`config.mk`:
```
export PLATFORM = sky130hd
export DESIGN_NAME = rtu_response_deframer_crc16
export DESIGN_NICKNAME = d
export VERILOG_FILES = /design/src/rtl/core/rrd_pkg.sv /design/src/rtl/core/rtu_response_deframer_crc16.sv /design/src/rtl/core/rrd_front.sv /design/src/rtl/core/rrd_queue.sv /design/src/rtl/core/rrd_back.sv
export SDC_FILE = /design/constraint.sdc
export NUM_CORES = 1
export LEC_CHECK = 0
export BUFFER_PORTS_ARGS = -buffer_cell sky130_fd_sc_hd__buf_2
export CORE_ASPECT_RATIO = 0.5
export CORE_UTILIZATION = 39
export CTS_BUF_LIST = sky130_fd_sc_hd__clkbuf_4 sky130_fd_sc_hd__clkbuf_8 sky130_fd_sc_hd__clkbuf_16
export DETAILED_ROUTE_END_ITERATION = 7
export GPL_TIMING_DRIVEN = 0
export PLACE_DENSITY = 0.64
export SETUP_SLACK_MARGIN = 0.1
export SKIP_CTS_REPAIR_TIMING = 1
export SYNTH_ARGS = -nofsm -noshare
export SYNTH_HDL_FRONTEND = slang
export SYNTH_SLANG_ARGS = --single-unit
export TNS_END_PERCENT = 20
```
`constraint.sdc`:
```
create_clock -name clock -period 4 [get_ports clock]
set_input_delay 0.2 -clock clock [delete_from_list [all_inputs] [get_ports clock]]
set_output_delay 0.2 -clock clock [all_outputs]
set_load 0.03 [all_outputs]
```
`src/rtl/core/rrd_pkg.sv`:
```
// Package for the response deframer: queue entry type, operation and status codes,
// phase encoding and the CRC-16 byte update function.
// Used by every module under rtl/core; no dependencies of its own.
package rrd_pkg;

   localparam int QUEUE_DEPTH = 4;
   localparam int QUEUE_PTR_W = $clog2(QUEUE_DEPTH);
   localparam int QUEUE_CNT_W = $clog2(QUEUE_DEPTH + 1);

   localparam logic [15:0] CRC_INIT = 16'hFFFF;
   localparam logic [15:0] CRC_POLY = 16'hA001;

   localparam logic [7:0] FUNC_MASK      = 8'hF0;
   localparam logic [7:0] FUNC_EXCEPTION = 8'h80;
   localparam logic [7:0] FUNC_COILS     = 8'h05;
   localparam logic [7:0] FUNC_INPUTS    = 8'h02;
   localparam logic [7:0] FUNC_HOLDING   = 8'h03;

   localparam logic [8:0] LEN_EXCEPTION = 9'd5;
   localparam logic [8:0] LEN_COILS     = 9'd8;
   localparam logic [8:0] LEN_INPUTS    = 9'd7;
   localparam logic [8:0] LEN_OVERHEAD  = 9'd5;

   localparam logic [1:0] STATUS_OK      = 2'd0;
   localparam logic [1:0] STATUS_CRC_ERR = 2'd1;
   localparam logic [1:0] STATUS_UNKNOWN = 2'd2;

   typedef enum logic [1:0] {
      PH_HUNT,
      PH_FUNC,
      PH_COUNT,
      PH_BODY
   } phase_type;

   // What the back end does with a queued byte.
   typedef enum logic [2:0] {
      OP_START,   // address byte: restart CRC and fold byte in
      OP_ACC,     // fold byte into CRC
      OP_LOW,     // low byte of received CRC
      OP_CHECK,   // high byte of received CRC: compare, close frame
      OP_ABORT    // unknown function code: close frame
   } op_type;

   typedef struct packed {
      logic [7:0] data;
      logic [8:0] index;
      op_type     op;
   } entry_type;

   function automatic logic [15:0] crc16_update(input logic [15:0] crc,
                                                input logic [7:0]  data);
      logic [15:0] c;
      c = crc ^ {8'h00, data};
      for (int k = 0; k < 8; k++) begin
         if (c[0]) begin
            c = (c >> 1) ^ CRC_POLY;
         end else begin
            c = c >> 1;
         end
      end
      return c;
   endfunction

endpackage

```
`src/rtl/core/rtu_response_deframer_crc16.sv`:
```
// Response deframer with CRC-16 check: one received byte per transfer.
// An accepted byte is written into the queue, then into the back-end output register that drives rsp_.
// Throughput: one byte per cycle, sustained; the front end keeps taking bytes
// while a result waits, until the four-entry queue between front and back fills.
// Reset (synchronous, active high): hunt for address, CRC at 0xFFFF, queue empty,
// device_address back to 1.
module rtu_response_deframer_crc16
   import rrd_pkg::*;
(
   input  logic       clock,
   input  logic       reset,
   // received bytes
   input  logic       req_valid,
   output logic       req_stall,
   input  logic [7:0] req_rx_byte,
   // frame bytes out
   output logic       rsp_valid,
   input  logic       rsp_stall,
   output logic [7:0] rsp_frame_byte,
   output logic [8:0] rsp_byte_index,
   output logic       rsp_last,
   output logic [1:0] rsp_status,
   // device address register
   input  logic       csr_valid,
   output logic       csr_ready,
   input  logic [7:0] csr_device_address
);

   logic       [7:0] device_address_ff;
   logic       [7:0] device_address_in;
   logic             push;
   entry_type        push_entry;
   logic             queue_full;
   logic             pop;
   entry_type        pop_entry;
   logic             queue_not_empty;

   // Register writes are always taken; the user must write only while the block is idle
   // (the block itself does not enforce this), so the new address applies from the next hunt.
   assign csr_ready         = 1'b1;
   assign device_address_in = (csr_valid && csr_ready) ? csr_device_address
                                                       : device_address_ff;

   always_ff @(posedge clock) begin
      if (reset) begin
         device_address_ff <= 8'd1;
      end else begin
         device_address_ff <= device_address_in;
      end
   end

   // Front: classify bytes, track position and frame length, tag each byte.
   rrd_front u_front (
      .clock          (clock),
      .reset          (reset),
      .byte_valid     (req_valid),
      .byte_data      (req_rx_byte),
      .queue_full     (queue_full),
      .device_address (device_address_ff),
      .byte_stall     (req_stall),
      .push           (push),
      .push_entry     (push_entry)
   );

   // Queue: lets each side stall on its own.
   rrd_queue u_queue (
      .clock      (clock),
      .reset      (reset),
      .push       (push),
      .push_entry (push_entry),
      .full       (queue_full),
      .pop        (pop),
      .pop_entry  (pop_entry),
      .not_empty  (queue_not_empty)
   );

   // Back: CRC accumulate and check, output register.
   rrd_back u_back (
      .clock          (clock),
      .reset          (reset),
      .not_empty      (queue_not_empty),
      .pop_entry      (pop_entry),
      .pop            (pop),
      .out_valid      (rsp_valid),
      .out_stall      (rsp_stall),
      .out_frame_byte (rsp_frame_byte),
      .out_byte_index (rsp_byte_index),
      .out_last       (rsp_last),
      .out_status     (rsp_status)
   );

   a_stall_when_full: assert property (@(posedge clock) disable iff (reset)
      req_stall == queue_full)
      else $error("input stall disagrees with queue state");

   a_first_out_index: assert property (@(posedge clock) disable iff (reset)
      (rsp_valid && rsp_last && rsp_status == STATUS_UNKNOWN) |-> (rsp_byte_index == 9'd1))
      else $error("unknown function reported away from index one");

   a_result_needs_entry: assert property (@(posedge clock) disable iff (reset)
      (!rsp_valid && !queue_not_empty) |=> !rsp_valid)
      else $error("result without queued byte");

endmodule

```
`src/rtl/core/rrd_front.sv`:
```
// Front end of the deframer: hunts for the address, decodes the function code,
// tracks frame position and tags each frame byte with its back-end operation.
// Depends on rrd_pkg.
module rrd_front
   import rrd_pkg::*;
(
   input  logic       clock,
   input  logic       reset,
   input  logic       byte_valid,
   input  logic [7:0] byte_data,
   input  logic       queue_full,
   input  logic [7:0] device_address,
   output logic       byte_stall,
   output logic       push,
   output entry_type  push_entry
);

   phase_type  phase_ff, phase_in;
   logic [8:0] position_ff, position_in;
   logic [8:0] exp_len_ff, exp_len_in;
   logic       take;
   logic [9:0] pos_plus2;
   logic       is_exception;

   assign byte_stall   = queue_full;
   assign take         = byte_valid && !queue_full;
   assign pos_plus2    = {1'b0, position_ff} + 10'd2;
   assign is_exception = (byte_data & FUNC_MASK) == FUNC_EXCEPTION;

   // next phase
   always_comb begin
      phase_in = phase_ff;
      if (take) begin
         case (phase_ff)
            PH_HUNT: begin
               if (byte_data == device_address) phase_in = PH_FUNC;
            end
            PH_FUNC: begin
               if (is_exception || byte_data == FUNC_COILS || byte_data == FUNC_INPUTS) begin
                  phase_in = PH_BODY;
               end else if (byte_data == FUNC_HOLDING) begin
                  phase_in = PH_COUNT;
               end else begin
                  phase_in = PH_HUNT;
               end
            end
            PH_COUNT: phase_in = PH_BODY;
            PH_BODY: begin
               if (pos_plus2 > {1'b0, exp_len_ff}) phase_in = PH_HUNT;
            end
            default: phase_in = PH_HUNT;
         endcase
      end
   end

   // outputs and datapath registers
   always_comb begin
      push             = 1'b0;
      push_entry.data  = byte_data;
      push_entry.index = position_ff;
      push_entry.op    = OP_ACC;
      position_in      = position_ff;
      exp_len_in       = exp_len_ff;
      if (take) begin
         case (phase_ff)
            PH_HUNT: begin
               if (byte_data == device_address) begin
                  push             = 1'b1;
                  push_entry.index = 9'd0;
                  push_entry.op    = OP_START;
                  position_in      = 9'd1;
               end
            end
            PH_FUNC: begin
               push             = 1'b1;
               push_entry.index = 9'd1;
               position_in      = 9'd2;
               if (is_exception) begin
                  exp_len_in = LEN_EXCEPTION;
               end else if (byte_data == FUNC_COILS) begin
                  exp_len_in = LEN_COILS;
               end else if (byte_data == FUNC_INPUTS) begin
                  exp_len_in = LEN_INPUTS;
               end else if (byte_data != FUNC_HOLDING) begin
                  push_entry.op = OP_ABORT;
                  position_in   = 9'd0;
                  exp_len_in    = 9'd0;
               end
            end
            PH_COUNT: begin
               push             = 1'b1;
               push_entry.index = 9'd2;
               position_in      = 9'd3;
               exp_len_in       = {1'b0, byte_data} + LEN_OVERHEAD;
            end
            PH_BODY: begin
               push = 1'b1;
               if (pos_plus2 < {1'b0, exp_len_ff}) begin
                  position_in = position_ff + 9'd1;
               end else if (pos_plus2 == {1'b0, exp_len_ff}) begin
                  push_entry.op = OP_LOW;
                  position_in   = position_ff + 9'd1;
               end else begin
                  push_entry.op = OP_CHECK;
                  position_in   = 9'd0;
                  exp_len_in    = 9'd0;
               end
            end
            default: ;
         endcase
      end
   end

   always_ff @(posedge clock) begin
      if (reset) begin
         phase_ff    <= PH_HUNT;
         position_ff <= 9'd0;
         exp_len_ff  <= 9'd0;
      end else begin
         phase_ff    <= phase_in;
         position_ff <= position_in;
         exp_len_ff  <= exp_len_in;
      end
   end

   a_start_at_zero: assert property (@(posedge clock) disable iff (reset)
      push |-> ((push_entry.op == OP_START) == (push_entry.index == 9'd0)))
      else $error("frame start not tagged at index zero");

   a_hunt_position: assert property (@(posedge clock) disable iff (reset)
      (phase_ff == PH_HUNT) |-> (position_ff == 9'd0))
      else $error("position nonzero while hunting");

endmodule

```
`src/rtl/core/rrd_queue.sv`:
```
// Small register FIFO that decouples the front end from the back end.
// Depends on rrd_pkg.
module rrd_queue
   import rrd_pkg::*;
(
   input  logic      clock,
   input  logic      reset,
   input  logic      push,
   input  entry_type push_entry,
   output logic      full,
   input  logic      pop,
   output entry_type pop_entry,
   output logic      not_empty
);

   entry_type              slot_ff [QUEUE_DEPTH];
   logic [QUEUE_PTR_W-1:0] wr_ptr_ff, wr_ptr_in;
   logic [QUEUE_PTR_W-1:0] rd_ptr_ff, rd_ptr_in;
   logic [QUEUE_CNT_W-1:0] count_ff, count_in;

   assign full      = count_ff == QUEUE_CNT_W'(QUEUE_DEPTH);
   assign not_empty = count_ff != '0;
   assign pop_entry = slot_ff[rd_ptr_ff];

   always_comb begin
      wr_ptr_in = push ? wr_ptr_ff + 1'b1 : wr_ptr_ff;
      rd_ptr_in = pop  ? rd_ptr_ff + 1'b1 : rd_ptr_ff;
      count_in  = count_ff;
      if (push && !pop) count_in = count_ff + 1'b1;
      if (pop && !push) count_in = count_ff - 1'b1;
   end

   always_ff @(posedge clock) begin
      if (push) slot_ff[wr_ptr_ff] <= push_entry;
   end

   always_ff @(posedge clock) begin
      if (reset) begin
         wr_ptr_ff <= '0;
         rd_ptr_ff <= '0;
         count_ff  <= '0;
      end else begin
         wr_ptr_ff <= wr_ptr_in;
         rd_ptr_ff <= rd_ptr_in;
         count_ff  <= count_in;
      end
   end

   a_no_overflow: assert property (@(posedge clock) disable iff (reset)
      push |-> !full)
      else $error("push into full queue");

   a_no_underflow: assert property (@(posedge clock) disable iff (reset)
      pop |-> not_empty)
      else $error("pop from empty queue");

   a_count_bound: assert property (@(posedge clock) disable iff (reset)
      count_ff <= QUEUE_CNT_W'(QUEUE_DEPTH))
      else $error("queue count out of range");

endmodule

```
`src/rtl/core/rrd_back.sv`:
```
// Back end of the deframer: runs the CRC over queued bytes, checks the received
// CRC at frame end and holds the result in an output register. Depends on rrd_pkg.
module rrd_back
   import rrd_pkg::*;
(
   input  logic       clock,
   input  logic       reset,
   input  logic       not_empty,
   input  entry_type  pop_entry,
   output logic       pop,
   output logic       out_valid,
   input  logic       out_stall,
   output logic [7:0] out_frame_byte,
   output logic [8:0] out_byte_index,
   output logic       out_last,
   output logic [1:0] out_status
);

   logic [15:0] crc_ff, crc_in;
   logic [7:0]  crc_low_ff, crc_low_in;
   logic        valid_ff, valid_in;
   logic [7:0]  byte_ff, byte_in;
   logic [8:0]  index_ff, index_in;
   logic        last_ff, last_in;
   logic [1:0]  status_ff, status_in;

   // advance when the output register is empty or being drained
   assign pop = not_empty && (!valid_ff || !out_stall);

   always_comb begin
      crc_in     = crc_ff;
      crc_low_in = crc_low_ff;
      valid_in   = valid_ff && out_stall;
      byte_in    = byte_ff;
      index_in   = index_ff;
      last_in    = last_ff;
      status_in  = status_ff;
      if (pop) begin
         valid_in  = 1'b1;
         byte_in   = pop_entry.data;
         index_in  = pop_entry.index;
         last_in   = 1'b0;
         status_in = STATUS_OK;
         case (pop_entry.op)
            OP_START: crc_in = crc16_update(CRC_INIT, pop_entry.data);
            OP_ACC:   crc_in = crc16_update(crc_ff, pop_entry.data);
            OP_LOW:   crc_low_in = pop_entry.data;
            OP_CHECK: begin
               last_in   = 1'b1;
               status_in = ({pop_entry.data, crc_low_ff} == crc_ff) ?
                           STATUS_OK : STATUS_CRC_ERR;
            end
            OP_ABORT: begin
               last_in   = 1'b1;
               status_in = STATUS_UNKNOWN;
            end
            default: ;
         endcase
      end
   end

   always_ff @(posedge clock) begin
      if (reset) begin
         valid_ff   <= 1'b0;
         crc_ff     <= CRC_INIT;
         crc_low_ff <= 8'd0;
      end else begin
         valid_ff   <= valid_in;
         crc_ff     <= crc_in;
         crc_low_ff <= crc_low_in;
      end
   end

   always_ff @(posedge clock) begin
      byte_ff   <= byte_in;
      index_ff  <= index_in;
      last_ff   <= last_in;
      status_ff <= status_in;
   end

   assign out_valid      = valid_ff;
   assign out_frame_byte = byte_ff;
   assign out_byte_index = index_ff;
   assign out_last       = last_ff;
   assign out_status     = status_ff;

   a_status_on_last: assert property (@(posedge clock) disable iff (reset)
      (valid_ff && !last_ff) |-> (status_ff == STATUS_OK))
      else $error("nonzero status on non-final byte");

   a_status_range: assert property (@(posedge clock) disable iff (reset)
      valid_ff |-> (status_ff != 2'd3))
      else $error("status code out of range");

   a_hold_on_stall: assert property (@(posedge clock) disable iff (reset)
      (valid_ff && out_stall) |=> (valid_ff && $stable(index_ff)))
      else $error("result dropped under stall");

endmodule
```
Yosys cells after proc, flatten, opt, wreduce, memory -nomap -nowiden
Memory sizes are Yosys's and may differ from the RTL's. A register that Yosys moved wholly into a read port is not among the register bits.
Index checks and enable logic that the tools add are counted.
{"block": "word_totals", "register_bits": 80, "mem_bits_rw": 80, "input_bits": 21, "out_inout_bits": 23, "word_cells": 177, "memories": 1}
{"name": "u_queue.slot_ff", "depth": 4, "word_bits": 20, "read_ports": 1, "rd_ports_with_merged_regs": 1, "write_ports": 1, "line": "rrd_queue.sv:16", "source": "entry_type slot_ff [QUEUE_DEPTH];"}
{"block": "classes", "add_sub_neg": 7, "magnitude_cmp": 2, "eq_ne": 21, "n_mux": 88, "bitwise_logic": 18, "n_reduce_logical": 26}
{"operator": "16-bit 2-to-1 mux", "count": 44}
{"operator": "9-bit 2-to-1 mux", "count": 12}
{"operator": "9-bit one-hot mux with 3 select lines", "count": 2}
{"operator": "2-bit NOT with 3-bit output", "count": 16}
{"operator": "9-bit one-hot mux with 4 select lines", "count": 1}
{"operator": "16-bit one-hot mux with 2 select lines", "count": 1}
{"operator": "12-bit 2-to-1 mux", "count": 2}
{"operator": "3-bit 2-to-1 mux", "count": 7}
{"operator": "16-bit == test", "count": 1}
{"operator": "8-bit by 2-bit == test with 1-bit output (second input constant)", "count": 2}
{"operator": "8-bit NOT with 16-bit output", "count": 1}
{"operator": "16-bit by 8-bit bitwise XOR with 16-bit output", "count": 1}
{"operator": "2-bit 2-to-1 mux", "count": 7}
{"operator": "9-bit by 2-bit adder with 10-bit output (second input constant)", "count": 1}
{"operator": "10-bit by 9-bit == test with 1-bit output", "count": 1}
{"operator": "10-bit by 9-bit > comparator with 1-bit output", "count": 1}
{"operator": "10-bit by 9-bit less-than comparator with 1-bit output", "count": 1}
{"operator": "8-bit by 3-bit adder with 9-bit output (second input constant)", "count": 1}
{"operator": "9-bit by 1-bit adder with 9-bit output (second input constant)", "count": 1}
{"operator": "3-bit one-hot mux with 3 select lines", "count": 1}
{"operator": "8-bit by 3-bit == test with 1-bit output (second input constant)", "count": 1}
{"operator": "8-bit == test", "count": 1}
{"operator": "1-bit 2-to-1 mux", "count": 8}
{"operator": "8-bit by 2-bit inequality test with 1-bit output (second input constant)", "count": 1}
{"operator": "27 further kinds", "count": 47}

Longest topological paths before layout
Gate-level depths: netlist (run 1).
{"block": "depth", "depth_word": 32, "depth_mapped": 13, "mapped_depth_nobuf": 11}

Hierarchy
From an unflattened synthesis (run 1), not the netlist that was laid out.
{"block": "hier_totals", "hier_cells": 626, "area_unflattened_um2": 7811.2}
{"module": "rrd_queue", "instances": 1, "cells_each": 147, "area_per_inst_um2": 3311.9, "seq_area_each_um2": 2582.5}
{"module": "rrd_back", "instances": 1, "cells_each": 186, "area_per_inst_um2": 2150.8, "seq_area_each_um2": 1101.1}
{"module": "rrd_front", "instances": 1, "cells_each": 265, "area_per_inst_um2": 2047.0, "seq_area_each_um2": 400.4}
{"module": "rtu_response_deframer_crc16", "instances": 1, "cells_each": 28, "area_per_inst_um2": 301.5, "seq_area_each_um2": 160.2}

Worst setup path after synthesis (run 1)
Ideal clock, no wire load.
{"block": "synth_timing", "path_kind": "reg2reg", "startpoint": "reg u_back.valid_ff (netlist: u_back.out_valid)", "endpoint": "reg u_queue.count_ff[2]", "setup_ns": 0.070, "arrival_time_ns": 3.008, "t_required_ns": 3.930, "path_slack_ns": 0.921, "path_stages_with_launch": 8, "path_buffers": 0, "synth_period_minus_slack_ns": 3.079, "cell_sequence": "dfxtp_1 -> a21oi_1 -> ha_1 -> inv_1 -> fa_1 -> xor2_1 -> or3_1 -> a21oi_1"}
{"block": "synth_via", "elab_chain_cells": 6, "elab_cells_between_ends": 8, "classes_between": "1 x mux; 7 x reduce/logical"}
{"element": "start: declaration", "line": "rrd_back.sv:21", "source": "logic valid_ff, valid_in;"}
{"element": "start signal: assignment", "line": "rrd_back.sv:68", "source": "valid_ff <= valid_in;"}
{"element": "1-bit logical NOT (*)", "line": "rrd_back.sv:28", "source": "assign pop = not_empty && (!valid_ff || !out_stall);"}
{"element": "1-bit logical OR (*)", "line": "rrd_back.sv:28"}
{"element": "1-bit logical AND (*)", "line": "rrd_back.sv:28"}
{"element": "via pop", "line": "rtu_response_deframer_crc16.sv:34", "source": "logic pop;"}
{"element": "1-bit logical NOT", "line": "rrd_queue.sv:29", "source": "if (push && !pop) count_in = count_ff + 1'b1;"}
{"element": "1-bit logical AND", "line": "rrd_queue.sv:29"}
{"element": "2-bit nonzero test (no source line)"}
{"element": "end signal: assignment", "line": "rrd_queue.sv:45", "source": "count_ff <= count_in;"}
{"element": "end: declaration", "line": "rrd_queue.sv:19", "source": "logic [QUEUE_CNT_W-1:0] count_ff, count_in;"}
Mark *: on every way through the listed nets, which the timed path passes. The rest lies on a longest branch.
A chain may end at the register's enable or synchronous reset.

Worst setup path in the final report (run 1)
{"block": "layout_timing", "startpoint": "reg u_front.phase_ff[0]", "endpoint": "reg u_queue.count_ff[2]"}
{"block": "layout_via", "elab_chain_cells": 7, "elab_cells_between_ends": 12, "classes_between": "3 x eq/ne; 3 x mux; 6 x reduce/logical"}
{"element": "start: declaration", "line": "rrd_front.sv:18", "source": "phase_type phase_ff, phase_in;"}
{"element": "start signal: assignment", "line": "rrd_front.sv:120", "source": "phase_ff <= phase_in;"}
{"element": "2-bit by 1-bit == test with 1-bit output / 2-bit == test (equally long branches)", "line": "rrd_front.sv:65", "source": "case (phase_ff)"}
{"element": "3-bit OR reduction (no source line)"}
{"element": "1-bit one-hot mux with 2 select lines (*)", "line": "rrd_front.sv:65"}
{"element": "1-bit 2-to-1 mux (*)", "line": "rrd_front.sv:64", "source": "if (take) begin"}
{"element": "1-bit logical NOT", "line": "rrd_queue.sv:30", "source": "if (pop && !push) count_in = count_ff - 1'b1;"}
{"element": "1-bit logical AND", "line": "rrd_queue.sv:30"}
{"element": "3-bit 2-to-1 mux / 2-bit nonzero test (equally long branches)"}
Every way passes the cells marked *; elsewhere a longest branch is shown, timed or not.

==> results of run 1 <==
## kinds of logic after synthesis
logic type	count (synthesis)	share of synthesized area, %
simple gates	178	11.0
flops	162	54.6
buf+inv	57	3.27
compound gates	88	7.94
fa+ha+maj	21	3.48
mux	48	9.52
other cells	1	0.0483
xor+xnor	84	10.1
## report_power, final
part	leakage, nW	switching (W)	internal [W]	total (W)
registers	1.44	0.0000865	0.00200	0.00209
logic	1.52	0.000910	0.000585	0.00149
clock network	0.302	0.000661	0.000938	0.00160
total	3.26	0.00166	0.00352	0.00518
## metal layers
layer | share of wire [%] | up-vias | track usage, %
li1 | - | 2434 | -
met3 | 4.6 | 21 | 4.21
met1 | 49 | 2517 | 23.5
met4 | 1.4 | 0 | 6.00
met5 | 0 | - | 0
met2 | 45 | 111 | 26.1
## cell usage after synthesis (all sizes together), types with 16 or more instances
cell type	instances
edfxtp	100
dfxtp	62
xnor2	62
nand2	52
nor2	47
mux2i	27
clkbuf	24
inv	21
xor2	21
ha	20
mux4	20
a21oi	19
o21ai	16
## state kept, by name, indices dropped and copies added, names as in the netlist, 2 cells and up, named ones only
register	cells
u_back.out_byte_index	9
u_back.crc_low_ff	8
u_queue.rd_ptr_ff	2
u_queue.slot_ff	80
device_address_ff	8
u_back.out_status	2
u_front.position_ff	9
u_back.crc_ff	16
u_back.out_frame_byte	8
u_front.exp_len_ff	9
u_queue.wr_ptr_ff	2
u_queue.count_ff	3
## how the worst max path moves through the flow
stage                                    from             endpoint  slack, ns  depth (start not counted)
after floorplan              u_back.out_valid  u_queue.count_ff[2]       0.92                          7
after global placement    u_queue.count_ff[0]  u_queue.count_ff[2]      -0.24                          8
after detailed placement       req_rx_byte[3]  u_queue.count_ff[2]       0.42                         14
after CTS                 u_front.phase_ff[0]  u_queue.count_ff[2]       0.56                         12
after global routing      u_front.phase_ff[0]  u_queue.count_ff[2]       0.29                         12
final                     u_front.phase_ff[0]  u_queue.count_ff[2]       0.55                         12
## through the flow
stage	power [W]	setup TNS, ns
after floorplan	0.00321	0
after global placement	0.00356	-0.576
after detailed placement	0.00363	0
after CTS	0.00522	0
after global routing	0.00542	0
final	0.00518	0
## worst max-delay path, delay by kind of cell (launching register included)
| family | cells | cell delay, ns |
|---|---|---|
| flip-flops | 1 | 0.30 |
| XOR/XNOR | 1 | 0.16 |
| adder cells (fa/ha/maj) | 2 | 0.61 |
| buffers and inverters | 4 | 1.02 |
| AND/OR/NAND/NOR | 3 | 0.80 |
| AO/OA/AOI/OAI | 2 | 0.50 |
## layout make-up
class	instances	share of cell area, %
Sequential cell	162	47.5
Multi-Input combinational cell	420	36.8
Clock buffer	22	5.91
Tap cell	266	3.73
Timing Repair Buffer	42	2.52
Buffer	35	1.92
Inverter	22	0.924
Clock inverter	10	0.742
==> flow_summary_export.csv, run 1 <==
group,metric,value,unit
cts,clk_latency,0.43,ns
power,power.density,580,mW/mm^2
place,portBuffers,41,
worst_setup_path,cp_common_cell,"clkbuf_1",
floorplan,core-area,0.0195,mm^2
synthesis,async_reset_ff_share,0,%
flow_run,maxCapViolCount,0,
cts,cts_tree,"done",
floorplan,io_pins,44,
finish,layout-drive-gt1-share,15.7,%
synthesis,synth_cells,639,
sta,hold_slack,0.00194,ns
worst_hold_path,min_path_cells,3,
cts,clkSlewWorstSetupHoldPaths,0.07,ns
synthesis,synth-edff-count,100,
floorplan,start_util,39.8,%
place,dp_cells,947,
synthesis,synthTopCellsByArea,"edfxtp_1 (39%), dfxtp_1 (16%), xnor2_1 (6.8%), mux4_2 (5.2%), mux2i_1 (3.5%)",
synthesis,ys_dominant_reg_cell,"edfxtp_1",
sta,clock_skew,0.0165,ns
worst_setup_path,worstPathArrival,3.81,ns
worst_setup_path,cp_cell_sequence,"clkbuf_1, nor2_1, o21ai_0, nand2_1, clkbuf_1, buf_2, ha_1, inv_1, fa_1, xor2_1, or3_1, a21oi_1",
floorplan,die_h,102,um
finish,synthToLayoutAreaGrowth,15.0,%
sta,hold_viol_final,0,
finish,nNetsFinal,742,
synthesis,synth_nets,681,
worst_hold_path,holdCritStartpoint,"csr_device_address[5]",
worst_hold_path,hp-class,"primary input to register",
worst_setup_path,crit_path_top_delay_cell,"clkbuf_1",
cts,clock_sinks,162,
synthesis,syn_area,0.00777,mm^2
finish,fin_area,0.00893,mm^2
drt,routed_wirelength,16.9,mm
worst_setup_path,startpoint_type,"register",
drt,wl_per_cell,17.3,um
worst_setup_path,end_kind,"register",
drt,drc,0,
floorplan,die_area,0.0205,mm^2
drt,drt_first_iter_violations,395,
cts,clk_path_buf_depth,2,
synthesis,ys_seq_elements,162,
place,dpl_cell_area,0.00834,mm^2
drt,drt-vias-per-instance,5.19,
synthesis,yosysWarnings,0,
floorplan,rows,36,
sta,worst_slack,0.547,ns
cts,root_buffer,"clkbuf_16",
worst_setup_path,critPathKind,"register to register",
worst_setup_path,critPathRequiredTime,4.36,ns
finish,insertedDiodeCount,0,
sta,min_period,3.45,ns
sta,worstMarginPinSlew,1.27,ns
global_routing,grt-ovfl-total,0,
worst_setup_path,path_max_fanout,10,
worst_setup_path,critPathMaxStageDelay,0.43,ns
synthesis,yosysTopAreaCell,"edfxtp_1",
sta,drv_slew,0,
sta,finalSetupViolations,0,
global_routing,antenna_found_initial,0,
sta,max_clock_freq,290,MHz
worst_setup_path,regToRegSetupSlack,0.55,ns
finish,layout_common_cells,"edfxtp_1 (100), dfxtp_1 (62), xnor2_1 (60), nand2_1 (52), nor2_1 (47)",
sta,fin_crit_sh,86.3,%
place,place_congestion,0.837,
worst_setup_path,crit-reg2reg-launch,"u_front.phase_ff[0]",
global_routing,grt_pass1_wl,26.3,mm
drt,first_pass_iters,5,
floorplan,die_width,202,um
global_routing,grt_max_degree,24,
cts,cts_buffers,17,
synthesis,synth_cell_type_count,68,
finish,multi_input_comb_area,0.00328,mm^2
power,leakagePower,3.26,nW
synthesis,synth_seq_area_share,54.6,%
finish,n_fill_cell,1774,
sta,relSlewSlack,14.6,%
drt,ant_nets,0,
status,status,"complete, no violations",
finish,final_cell_count_no_fill,979,
finish,mostFrequentLayoutCell,"edfxtp_1",
worst_setup_path,regToRegEndpoint,"u_queue.count_ff[2]",
worst_setup_path,reg2reg_depth,12,
sta,rsz0062_at_grt,"no",
finish,final_util,45.8,%
global_routing,track_usage,17.0,%
drt,vias,5083,
global_routing,grt_pass1_vias,4848,
finish,regArea,0.00424,mm^2
synthesis,syn_area_per_cell,12.2,um^2
power,ir_worst_vdd,0.297,mV
place,dp_hpwl,11.6,mm
place,dp_slack,0.417,ns
cts,h-tree-depth,4,
synthesis,synth_top_area_share,38.6,%
worst_hold_path,holdPathEnd,"device_address_ff[5]",
Power figures use the tool's default switching activity.
==> inputs of run 2 (changes only) <==
--- a/config.mk
+++ b/config.mk
@@ -6,7 +6,7 @@
 export NUM_CORES = 1
 export LEC_CHECK = 0
 export BUFFER_PORTS_ARGS = -buffer_cell sky130_fd_sc_hd__buf_2
-export CORE_ASPECT_RATIO = 0.5
+export CORE_ASPECT_RATIO = 2
 export CORE_UTILIZATION = 39
 export CTS_BUF_LIST = sky130_fd_sc_hd__clkbuf_4 sky130_fd_sc_hd__clkbuf_8 sky130_fd_sc_hd__clkbuf_16
 export DETAILED_ROUTE_END_ITERATION = 7
==> flow_summary_export.csv, run 2 (same netlist as run 1, synthesis figures left out) <==
group,metric,value,unit
status,status,"complete, no violations",
power,leakagePower,3.24,nW
worst_setup_path,path_max_fanout,10,
worst_setup_path,startpoint_type,"register",
worst_setup_path,cp_cell_sequence,"clkbuf_1, nor2_1, o21ai_1, nand2_1, clkbuf_2, buf_2, ha_1, inv_1, fa_1, xor2_1, or3_1, a21oi_1",
finish,largest_reg_flops,80,
drt,vias,5158,
sta,drv_slew,0,
sta,relSlewSlack,28.7,%
drt,wl_per_cell,18.5,um
worst_hold_path,hp-class,"primary input to register",
worst_setup_path,worstPathArrival,3.75,ns
drt,drc,0,
flow_run,maxCapViolCount,0,
finish,synthToLayoutAreaGrowth,14.7,%
global_routing,grt_pass1_vias,5516,
worst_setup_path,critPathMaxStageDelay,0.39,ns
cts,cts_tree,"done",
worst_setup_path,crit_path_top_delay_cell,"fa_1",
floorplan,die_area,0.0205,mm^2
sta,hold_viol_final,0,
sta,clock_skew,0.00881,ns
floorplan,die_h,202,um
sta,finalSetupTns,0,ns
worst_setup_path,crit-reg2reg-launch,"u_front.phase_ff[0]",
sta,fin_crit_sh,85.5,%
sta,max_clock_freq,293,MHz
worst_setup_path,reg2reg_depth,12,
global_routing,grt_max_degree,25,
cts,h-tree-depth,4,
worst_hold_path,holdPathEnd,"device_address_ff[0]",
worst_setup_path,end_kind,"register",
drt,routed_wirelength,18.0,mm
finish,largestRegisters,"u_queue.slot_ff x80, u_back.crc_ff x16",
global_routing,grt-ovfl-total,0,
power,power,0.00520,W
sta,worstMarginPinSlew,1.07,ns
worst_setup_path,regToRegEndpoint,"u_queue.count_ff[2]",
power,ir_worst_vdd,0.264,mV
worst_setup_path,critPathRequiredTime,4.33,ns
cts,root_buffer,"clkbuf_16",
place,dp_slack,-0.0512,ns
finish,layout-drive-gt1-share,15.6,%
floorplan,start_util,39.9,%
finish,n_fill_cell,1794,
place,place_congestion,0.862,
global_routing,grt_pass1_wl,28.4,mm
finish,mostFrequentLayoutCell,"edfxtp_1",
floorplan,rows,72,
finish,largest-register,"u_queue.slot_ff",
sta,rsz0062_at_grt,"no",
drt,drt_first_iter_violations,227,
drt,first_pass_iters,6,
worst_setup_path,regToRegSetupSlack,0.58,ns
place,portBuffers,41,
global_routing,antenna_found_initial,0,
drt,ant_nets,0,
cts,clk_path_buf_depth,2,
cts,clkSlewWorstSetupHoldPaths,0.06,ns
place,dp_hpwl,13.8,mm
floorplan,die_width,102,um
floorplan,io_pins,44,
finish,layout_common_cells,"edfxtp_1 (100), dfxtp_1 (62), xnor2_1 (60), nand2_1 (52), nor2_1 (47)",
sta,min_period,3.42,ns
worst_hold_path,min_path_cells,3,
sta,worst_slack,0.581,ns
cts,clk_latency,0.42,ns
global_routing,track_usage,18.9,%
floorplan,core-area,0.0195,mm^2
cts,clock_sinks,162,
finish,insertedDiodeCount,0,
worst_setup_path,startpoint,"u_front.phase_ff[0]",
power,power.density,583,mW/mm^2
worst_hold_path,holdCritStartpoint,"csr_device_address[0]",
worst_setup_path,critPathKind,"register to register",
sta,finalSetupViolations,0,
drt,drt-vias-per-instance,5.31,
finish,nNetsFinal,741,
cts,cts_buffers,17,
run 2: cell count changes in the layout (fill, tap and decap cells not counted), sizes merged:
cell      delta
clkinvlp     +3
buf          -1
bufinv       +3
clkbuf       -3
clkinv       -3
run 2: worst max-delay path by stage:
stage	end	slack (ns)	cells after the start
after global placement	u_queue.count_ff[2]	0.05	8
after floorplan	u_queue.count_ff[2]	0.92	7
after global routing	u_queue.count_ff[2]	0.33	12
after CTS	u_queue.count_ff[2]	0.17	12
after detailed placement	u_queue.count_ff[2]	-0.05	14
final	u_queue.count_ff[2]	0.58	12
run 2: area by class of cell:
cell class / instances / area, um^2 / share of cell area, %
clock inverter: 13 / 159 / 1.78
sequential: 162 / 4240 / 47.6
timing repair buffer: 41 / 205 / 2.30
clock buffer: 19 / 440 / 4.94
inverter: 22 / 82.6 / 0.927
buffer: 35 / 173 / 1.94
tap: 259 / 324 / 3.64
multi-input combinational: 420 / 3280 / 36.8
run 2: critical path: cells and delay by family, from the launching register on:
kind                     cells  cell delay, ns
AO/OA/AOI/OAI                2            0.48
XOR/XNOR                     1            0.17
adder cells (fa/ha/maj)      2            0.63
buffers and inverters        4            0.89
flip-flops                   1            0.29
AND/OR/NAND/NOR              3            0.86
run 2: through the flow:
stage	cell area, um^2	cells	hold WS, ns	utilization, %
2_1_floorplan	7770	639	0.299	-
3_3_place_gp	8300	939	0.425	42.7
3_5_place_dp	8310	939	0.439	42.7
4_1_cts	8910	971	-0.00720	45.8
5_1_grt	8910	971	0.0102	45.8
6_report	8910	971	0.0143	45.8
run 2: per-layer routing:
layer  vias to the layer above  track usage (%)  share of wire (%)
met5                         -                0                  0
met4                         0             14.9                7.6
met3                        68             3.82                2.8
met2                       135             35.8                 57
met1                      2520             16.3                 33
li1                       2435                -                  -
run 2: report_power, final:
part           internal [W]  switching, W  leakage, nW
sequential          0.00200     0.0000886         1.44
combinational      0.000552      0.000922         1.51
clock              0.000994      0.000636        0.288
total               0.00355       0.00165         3.24
==> inputs of run 3 (changes only) <==
--- a/config.mk
+++ b/config.mk
@@ -5,13 +5,13 @@
 export SDC_FILE = /design/constraint.sdc
 export NUM_CORES = 1
 export LEC_CHECK = 0
-export BUFFER_PORTS_ARGS = -buffer_cell sky130_fd_sc_hd__buf_2
 export CORE_ASPECT_RATIO = 2
 export CORE_UTILIZATION = 39
 export CTS_BUF_LIST = sky130_fd_sc_hd__clkbuf_4 sky130_fd_sc_hd__clkbuf_8 sky130_fd_sc_hd__clkbuf_16
 export DETAILED_ROUTE_END_ITERATION = 7
+export DONT_BUFFER_PORTS = 1
 export GPL_TIMING_DRIVEN = 0
-export PLACE_DENSITY = 0.64
+export PLACE_DENSITY = 0.62
 export SETUP_SLACK_MARGIN = 0.1
 export SKIP_CTS_REPAIR_TIMING = 1
 export SYNTH_ARGS = -nofsm -noshare
==> flow_summary_export.csv, run 3 (same netlist as run 1, synthesis figures left out) <==
group,metric,value,unit
global_routing,grt_max_degree,25,
place,dp_hpwl,13.5,mm
place,portBuffers,0,
floorplan,start_util,39.9,%
power,ir_worst_vdd,0.255,mV
cts,root_buffer,"clkbuf_16",
worst_setup_path,startpoint,"u_front.phase_ff[0]",
finish,final_cell_count_no_fill,948,
sta,clock_skew,0.0104,ns
power,p_int,0.00360,W
floorplan,core-area,0.0195,mm^2
worst_setup_path,worstPathArrival,4.07,ns
worst_setup_path,regToRegSetupSlack,0.27,ns
place,place_congestion,0.840,
global_routing,antenna_found_initial,0,
cts,cts_tree,"done",
worst_setup_path,end_kind,"register",
cts,cts_buffers,17,
floorplan,die_width,102,um
drt,routed_wirelength,18.2,mm
finish,synthToLayoutAreaGrowth,14.8,%
power,leakagePower,3.17,nW
drt,drt-vias-per-instance,5.29,
sta,relSlewSlack,24.1,%
finish,mostFrequentLayoutCell,"edfxtp_1",
sta,fin_crit_sh,93.2,%
sta,worstMarginPinSlew,1.13,ns
finish,nNetsFinal,718,
finish,largestRegisters,"u_queue.slot_ff x80, u_back.crc_ff x16",
worst_setup_path,path_max_fanout,10,
finish,largest-register,"u_queue.slot_ff",
drt,first_pass_iters,4,
cts,h-tree-depth,4,
flow_run,maxCapViolCount,0,
sta,drv_slew,0,
floorplan,rows,72,
finish,layout_common_cells,"edfxtp_1 (100), dfxtp_1 (62), xnor2_1 (60), nand2_1 (52), nor2_1 (47)",
drt,drt_first_iter_violations,257,
power,seqPwrFrac,44.8,%
sta,max_clock_freq,268,MHz
finish,insertedDiodeCount,0,
global_routing,grt_pass1_wl,27.8,mm
sta,hold_slack,0.0391,ns
worst_hold_path,hp-class,"primary input to register",
sta,hold_viol_final,0,
worst_setup_path,regToRegEndpoint,"u_queue.count_ff[2]",
power,pwr-share-clk,33.3,%
floorplan,die_h,202,um
drt,wl_per_cell,19.1,um
worst_setup_path,crit-reg2reg-launch,"u_front.phase_ff[0]",
cts,clkSlewWorstSetupHoldPaths,0.07,ns
drt,vias,5011,
sta,finalSetupViolations,0,
worst_setup_path,startpoint_type,"register",
power,p_sw,0.00162,W
worst_setup_path,critPathRequiredTime,4.34,ns
power,p_comb_share,21.9,%
cts,clk_path_buf_depth,2,
sta,min_period,3.73,ns
power,power.density,586,mW/mm^2
cts,clock_sinks,162,
worst_hold_path,holdCritStartpoint,"req_rx_byte[5]",
drt,drc,0,
finish,layout-drive-gt1-share,10.3,%
floorplan,die_area,0.0205,mm^2
finish,n_fill_cell,1816,
global_routing,grt-ovfl-total,0,
global_routing,track_usage,18.7,%
sta,rsz0062_at_grt,"no",
drt,ant_nets,0,
power,p_sw_share,31.1,%
global_routing,grt_pass1_vias,5317,
worst_setup_path,critPathKind,"register to register",
finish,largest_reg_flops,80,
place,dp_cells,898,
worst_setup_path,endpoint,"u_queue.count_ff[2]",
cts,clk_latency,0.43,ns
status,status,"complete, no violations",
floorplan,io_pins,44,
worst_setup_path,reg2reg_depth,12,
## run 3: changes by cell type in the layout (fill, tap and decap cells not counted), moves of 2 or more
cell	before	now
inv_6	2	0
clkbuf_4	2	4
buf_2	44	3
dlygate4sd3_1	0	18
clkbuf_8	1	3
## run 3: routing by layer
metal / global-route usage (%) / part of all wire, % / vias to the layer above
met4: 12.5 / 6.7 / 0
met3: 3.99 / 3.3 / 60
met5: 0 / 0 / -
li1: - / - / 2382
met1: 15.8 / 32 / 2450
met2: 36.8 / 58 / 119
## run 3: critical path, stage by stage, from the launching register on
cell and delay [ns]:
dfxtp_1 0.30, clkbuf_1 0.17, nor2_1 0.37, o21ai_0 0.49, nand2_1 0.29, clkbuf_2 0.32
buf_2 0.35, ha_1 0.25, inv_1 0.07, fa_1 0.38, xor2_1 0.17, or3_1 0.32
a21oi_1 0.17
## run 3: worst min path at each step
stage | end | slack [ns] | depth (start not counted)
after global placement | u_queue.slot_ff[1][14] | 0.30 | 0
after detailed placement | u_queue.slot_ff[1][14] | 0.30 | 0
after global routing | u_front.exp_len_ff[5] | 0.03 | 2
final | u_front.exp_len_ff[5] | 0.04 | 2
after floorplan | u_queue.slot_ff[0][12] | 0.30 | 0
after CTS | u_queue.slot_ff[3][14] | -0.14 | 0
## run 3: final cells by class
class | count | area [um^2] | area share [%]
flip-flops and latches | 162 | 4240 | 47.6
well taps | 259 | 324 | 3.63
inverters | 22 | 82.6 | 0.925
clock inverters | 9 | 154 | 1.72
multi-input cells | 420 | 3280 | 36.8
plain buffers | 35 | 173 | 1.93
clock buffers | 23 | 483 | 5.41
repair buffers | 18 | 180 | 2.02
## run 3: metrics by stage
stage | setup slack [ns] | setup TNS, ns | util [%] | area (um^2) | power [W]
floorplan | 0.921 | 0 | - | 7770 | 0.00321
global placement | -0.0629 | -0.0629 | 41.6 | 8090 | 0.00347
detailed placement | 0.0386 | 0 | 41.7 | 8110 | 0.00351
CTS | 0.0327 | 0 | 44.9 | 8740 | 0.00524
global route | 0.157 | 0 | 45.9 | 8920 | 0.00543
finish | 0.274 | 0 | 45.9 | 8920 | 0.00523
## run 3: power by group through the flow
| stage | Sequential, W | Clock (W) | Combinational (W) |
|---|---|---|---|
| 5_1_grt | 0.00236 | 0.00182 | 0.00124 |
| 3_3_place_gp | 0.00238 | 0 | 0.00109 |
| 2_1_floorplan | 0.00234 | 0 | 0.000870 |
| 3_5_place_dp | 0.00238 | 0 | 0.00113 |
| 6_report | 0.00234 | 0.00174 | 0.00114 |
| 4_1_cts | 0.00235 | 0.00175 | 0.00114 |
